$ cat src/design/str_pkg.sv
// ----------------------------------------------------------------------------
// str_pkg
// Shared types and constants of the trapezoidal stepper ramp generator.
// ----------------------------------------------------------------------------
package str_pkg;

    localparam int DelayBits = 16;
    localparam logic [31:0] DelayMask = 32'((64'd1 << DelayBits) - 64'd1);

    localparam int DvdBits = 48;
    localparam int DvsBits = 34;

    localparam logic [31:0] Recip10      = 32'hCCCC_CCCD;
    localparam int          Recip10Shift = 35;

    localparam logic [1:0] PH_STOP  = 2'd0;
    localparam logic [1:0] PH_ACCEL = 2'd1;
    localparam logic [1:0] PH_DECEL = 2'd2;
    localparam logic [1:0] PH_RUN   = 2'd3;

    localparam logic [1:0] CFG_SPEED_TIME = 2'd0;
    localparam logic [1:0] CFG_C0_FREQ    = 2'd1;
    localparam logic [1:0] CFG_C0_SQ      = 2'd2;
    localparam logic [1:0] CFG_ACCEL_LIM  = 2'd3;

    typedef enum logic [1:0] {
        ALU_MUL,
        ALU_DIV,
        ALU_SQRT
    } t_alu_op;

    typedef struct packed {
        logic    start;
        t_alu_op op;
    } t_alu_req;

    typedef struct packed {
        logic done;
    } t_alu_rsp;

endpackage

$ cat src/design/str_alu.sv
// ----------------------------------------------------------------------------
// str_alu
// Shared arithmetic unit: registered 32x32 multiply, restoring 48/34
// division one bit per cycle, 64-bit integer square root two bits per cycle.
// ----------------------------------------------------------------------------
module str_alu (
    input  logic                            i_clk,
    input  logic                            i_rst_n,
    input  str_pkg::t_alu_req               i_req,
    input  logic [63:0]                     i_opa,
    input  logic [str_pkg::DvsBits-1:0]     i_opb,
    output str_pkg::t_alu_rsp               o_rsp,
    output logic [63:0]                     o_res,
    output logic [str_pkg::DvsBits-1:0]     o_rem
);

    typedef enum logic [1:0] {
        A_IDLE,
        A_DIV,
        A_SQRT
    } t_state;

    t_state                         r_state;
    str_pkg::t_alu_op               r_op;
    logic [5:0]                     r_cnt;
    logic                           r_done;
    logic [63:0]                    r_a;
    logic [63:0]                    r_b;
    logic [63:0]                    r_bit;
    logic [str_pkg::DvsBits-1:0]    r_dvs;
    logic [str_pkg::DvsBits-1:0]    r_rem;

    logic [str_pkg::DvsBits:0]      n_rem_sh;
    logic [str_pkg::DvsBits:0]      n_trial;
    logic [63:0]                    n_sum;

    assign n_rem_sh = {r_rem, r_a[str_pkg::DvdBits-1]};
    assign n_trial  = n_rem_sh - {1'b0, r_dvs};
    assign n_sum    = r_b + r_bit;

    always_ff @(posedge i_clk) begin
        if (!i_rst_n) begin
            r_state <= A_IDLE;
            r_done  <= 1'b0;
            r_op    <= str_pkg::ALU_MUL;
            r_cnt   <= '0;
        end else begin
            r_done <= 1'b0;
            unique case (r_state)
                A_IDLE: begin
                    if (i_req.start) begin
                        r_op <= i_req.op;
                        unique case (i_req.op)
                            str_pkg::ALU_MUL: begin
                                r_b    <= i_opa[31:0] * i_opb[31:0];
                                r_done <= 1'b1;
                            end
                            str_pkg::ALU_DIV: begin
                                r_a     <= {16'd0, i_opa[str_pkg::DvdBits-1:0]};
                                r_rem   <= '0;
                                r_dvs   <= i_opb;
                                r_cnt   <= 6'(str_pkg::DvdBits - 1);
                                r_state <= A_DIV;
                            end
                            str_pkg::ALU_SQRT: begin
                                r_a     <= i_opa;
                                r_b     <= '0;
                                r_bit   <= 64'd1 << 62;
                                r_cnt   <= 6'd31;
                                r_state <= A_SQRT;
                            end
                            default: ;
                        endcase
                    end
                end
                A_DIV: begin
                    if (!n_trial[str_pkg::DvsBits]) begin
                        r_rem <= n_trial[str_pkg::DvsBits-1:0];
                    end else begin
                        r_rem <= n_rem_sh[str_pkg::DvsBits-1:0];
                    end
                    r_a[str_pkg::DvdBits-1:0] <=
                        {r_a[str_pkg::DvdBits-2:0], ~n_trial[str_pkg::DvsBits]};
                    r_cnt <= r_cnt - 6'd1;
                    if (r_cnt == 6'd0) begin
                        r_done  <= 1'b1;
                        r_state <= A_IDLE;
                    end
                end
                A_SQRT: begin
                    if (r_a >= n_sum) begin
                        r_a <= r_a - n_sum;
                        r_b <= (r_b >> 1) + r_bit;
                    end else begin
                        r_b <= r_b >> 1;
                    end
                    r_bit <= r_bit >> 2;
                    r_cnt <= r_cnt - 6'd1;
                    if (r_cnt == 6'd0) begin
                        r_done  <= 1'b1;
                        r_state <= A_IDLE;
                    end
                end
                default: r_state <= A_IDLE;
            endcase
        end
    end

    assign o_rsp.done = r_done;
    assign o_res = (r_op == str_pkg::ALU_DIV) ?
                   {16'd0, r_a[str_pkg::DvdBits-1:0]} : r_b;
    assign o_rem = r_rem;

endmodule

$ cat config.mk
export PLATFORM = sky130hd
export DESIGN_NAME = str_alu
export DESIGN_NICKNAME = d
export VERILOG_FILES = /design/src/design/str_pkg.sv /design/src/design/str_alu.sv
export SDC_FILE = /design/constraint.sdc
export NUM_CORES = 2
export LEC_CHECK = 0
export ABC_AREA = 1
export ABC_CLOCK_PERIOD_IN_PS = 8860
export BUFFER_PORTS_ARGS = -buffer_cell sky130_fd_sc_hd__buf_2
export CORE_MARGIN = 2
export CORE_UTILIZATION = 40
export DETAILED_ROUTE_END_ITERATION = 16
export GPL_TIMING_DRIVEN = 0
export HOLD_SLACK_MARGIN = 0.08
export PLACE_DENSITY_LB_ADDON = 0.25
export SYNTH_ARGS = -nofsm -noshare
export SYNTH_HDL_FRONTEND = slang
export SYNTH_SLANG_ARGS = --single-unit
$ cat constraint.sdc
create_clock -name i_clk -period 8.86 [get_ports i_clk]
set_clock_uncertainty 0.2 [all_clocks]
set_input_delay 0.886 -clock i_clk [delete_from_list [all_inputs] [get_ports i_clk]]
set_output_delay 0.886 -clock i_clk [all_outputs]
set_load 0.02 [all_outputs]
==> out/qor.txt <==
Status - finished, final reports clean
Final WS setup - 0.146 ns
Clock sinks - 239
Synthesis Warnings - 0
Slew headroom - 0.0402
Post-route cell area - 68,500 um2
Vias - 62,700
Async SR Flop Fraction - 0
MaxCap Viol Count - 0
Die Footprint - 162,000 um2
Seq/Total Area, Yosys - 0.111
Nets - 11,200
Dpl hpwl - 248,000 um
Synth area leader - fa_1
Latest clock arrival within the worst-skew pair - 0.62 ns
Routed wire length - 290,000 um
Crit start category - primary input
Req. time, crit path - 9.02 ns
Dpl cell area - 67,100 um2
Post-CTS setup buffer count - 0
Die Width - 403 um
Antenna violations before repair - 21
Clk root buf - clkbuf_16
1st-pass router iterations - 8
Mapped Nets - 11,000
# H-tree levels - 2
IO Pins - 202
R2R setup slack - 2.51 ns
CP endpoint kind - flop
Global-route wire length before repair - 418,000 um
Top cell type's share of synthesized area - 0.283
Row count - 146
Critical path arrival - 8.87 ns
Die Ht - 403 um
Clock buffer depth - 3
Area growth syn-to-layout - 7.84%
Post-Syn Area - 63,500 um2
Top cells by area in the synthesized netlist - fa_1 (28%), nand2_1 (18%), inv_1 (14%)
Main synth FF type - edfxtp_1
DR iter-0 viols - 6,393
Top-count cell post-synth - nand2_1
Grt ovf - 0
Hold Violations, Final - 0
Buffers added on ports - 169
Netlist cell types - 54
Number of synthesized register bits - 239
Final setup fails - 0
Hold Buf Count CTS - 0
Synth top cells by count - nand2_1 (3,102), inv_1 (2,388), fa_1 (898), nor2_1 (661), ha_1 (433)
Largest net degree at the start of global routing - 42
Slew @ Worst Pin - 1.44 ns
Post-synth EDFFs - 228
PostCTS Resize Cnt - 16
Setup_tns - 0 ns
Core ar. - 158,000 um2
Post-Syn Area per Cell - 6.66 um2
Vias per cell - 5.29
Total CTS buffers - 34
Hold crit path type - flop to flop
Drt wl/cell - 24.4 um
Clock-pin transition on the worst setup and hold timing paths - 0.05 ns
Dpl ws - -0.942 ns
Mapped Cells - 9,538
DRC viols - 0
Minimum clock period - 8.71 ns
Final Wtd Congestion - 1.02
TritonCTS clock tree - built
Fraction of layout cells with a size suffix above 1 - 0.0451
Starting Density - 0.402
Kind of critical path - primary input to flop
GR Util All Layers - 0.355
Maximum net fanout on the critical path - 10
Tcrit/Tclk final - 0.984
Pins over their slew limit - 0
Max Clk Rate - 115 MHz
Vias in the first global route - 62,600
Final ANT Viol Nets - 0
==> cells by family (layout without fill, tap and decap cells) <==
logic type | count (synthesis) | count (layout) | share of synthesized area
other | 0 | 6 | 0
AND/OR/NAND/NOR | 4465 | 4465 | 0.285
AO/OA/AOI/OAI | 656 | 656 | 0.0551
adder cells (fa/ha/maj) | 1331 | 1331 | 0.368
buffers and inverters | 2734 | 2972 | 0.165
flip-flops | 239 | 239 | 0.111
XOR/XNOR | 113 | 113 | 0.0156
==> area by class of cell <==
type	count	area, um2
Antenna cell	6	15.0
Buffer	342	1620
Clock buffer	43	968
Clock inverter	18	239
Fill cell	16900	89500
Inverter	2392	8980
Multi-Input combinational cell	6565	46000
Sequential cell	239	7070
Tap cell	2072	2590
Timing Repair Buffer	177	987
==> through the flow <==
step                hold WS (ns)  cells  utilization
global placement           0.240  11800        0.424
global route               0.271  11800        0.433
finish                     0.260  11900        0.434
floorplan                  0.229   9538            -
CTS                        0.253  11800        0.433
detailed placement         0.251  11800        0.425
==> worst paths after layout <==
kind / cells past startpoint / end / startpoint
setup / recovery: 28 / r_b[51] / i_opa[8]
hold / removal: 2 / r_op[1] / r_op[1]
setup reg to reg: 21 / r_a[62] / r_b[2]
hold reg to reg: 2 / r_op[1] / r_op[1]
==> placed cells by master (no fill, tap or decap), types with 41 or more instances in the layout <==
master and n:
edfxtp_1 228, o21ai_0 200, nand3b_1 41, nor3_1 50, inv_1 2387, fa_1 898, clkbuf_1 193, nand2_1 3102
a21oi_1 362, buf_2 206, nand4_1 97, nor2_1 659, ha_1 433, nand3_1 426, xor2_1 76, clkbuf_2 76
==> worst max-delay path: stages <==
cell      delay (ns)
clkbuf_1        0.76
clkbuf_2        0.58
nand2_1         0.14
fa_1            0.51
inv_1           0.06
fa_1            0.48
fa_1            0.66
fa_1            0.50
fa_1            0.53
fa_1            0.43
fa_1            0.49
inv_1           0.05
fa_1            0.59
inv_1           0.07
ha_1            0.44
nand2_1         0.13
nor2_1          0.23
inv_1           0.09
nor2_1          0.21
inv_1           0.20
nor2_1          0.12
nand2_1         0.14
nand2_1         0.15
nand2_1         0.10
nand2_1         0.07
nand2_1         0.05
nand3_1         0.11
nand2_1         0.07
==> per-layer routing <==
| layer | global-route usage | up-vias | part of all wire |
|---|---|---|---|
| met5 | 0 | - | 0.00010 |
| met4 | 0.169 | 6 | 0.057 |
| met3 | 0.0717 | 607 | 0.099 |
| met2 | 0.564 | 2923 | 0.44 |
| met1 | 0.464 | 30500 | 0.40 |
| li1 | - | 28600 | - |
==> sequential cells by signal (all words and copies together), names as in the netlist <==
register,flops
r_op,2
o_rsp,1
r_cnt,6
r_state,2
o_rem,34
r_b,64
r_a,64
r_bit,32
r_dvs,34
Power is left out: the tool's default activity adds up to more than one toggle a clock period on the data nets, which glitch-free logic cannot reach.
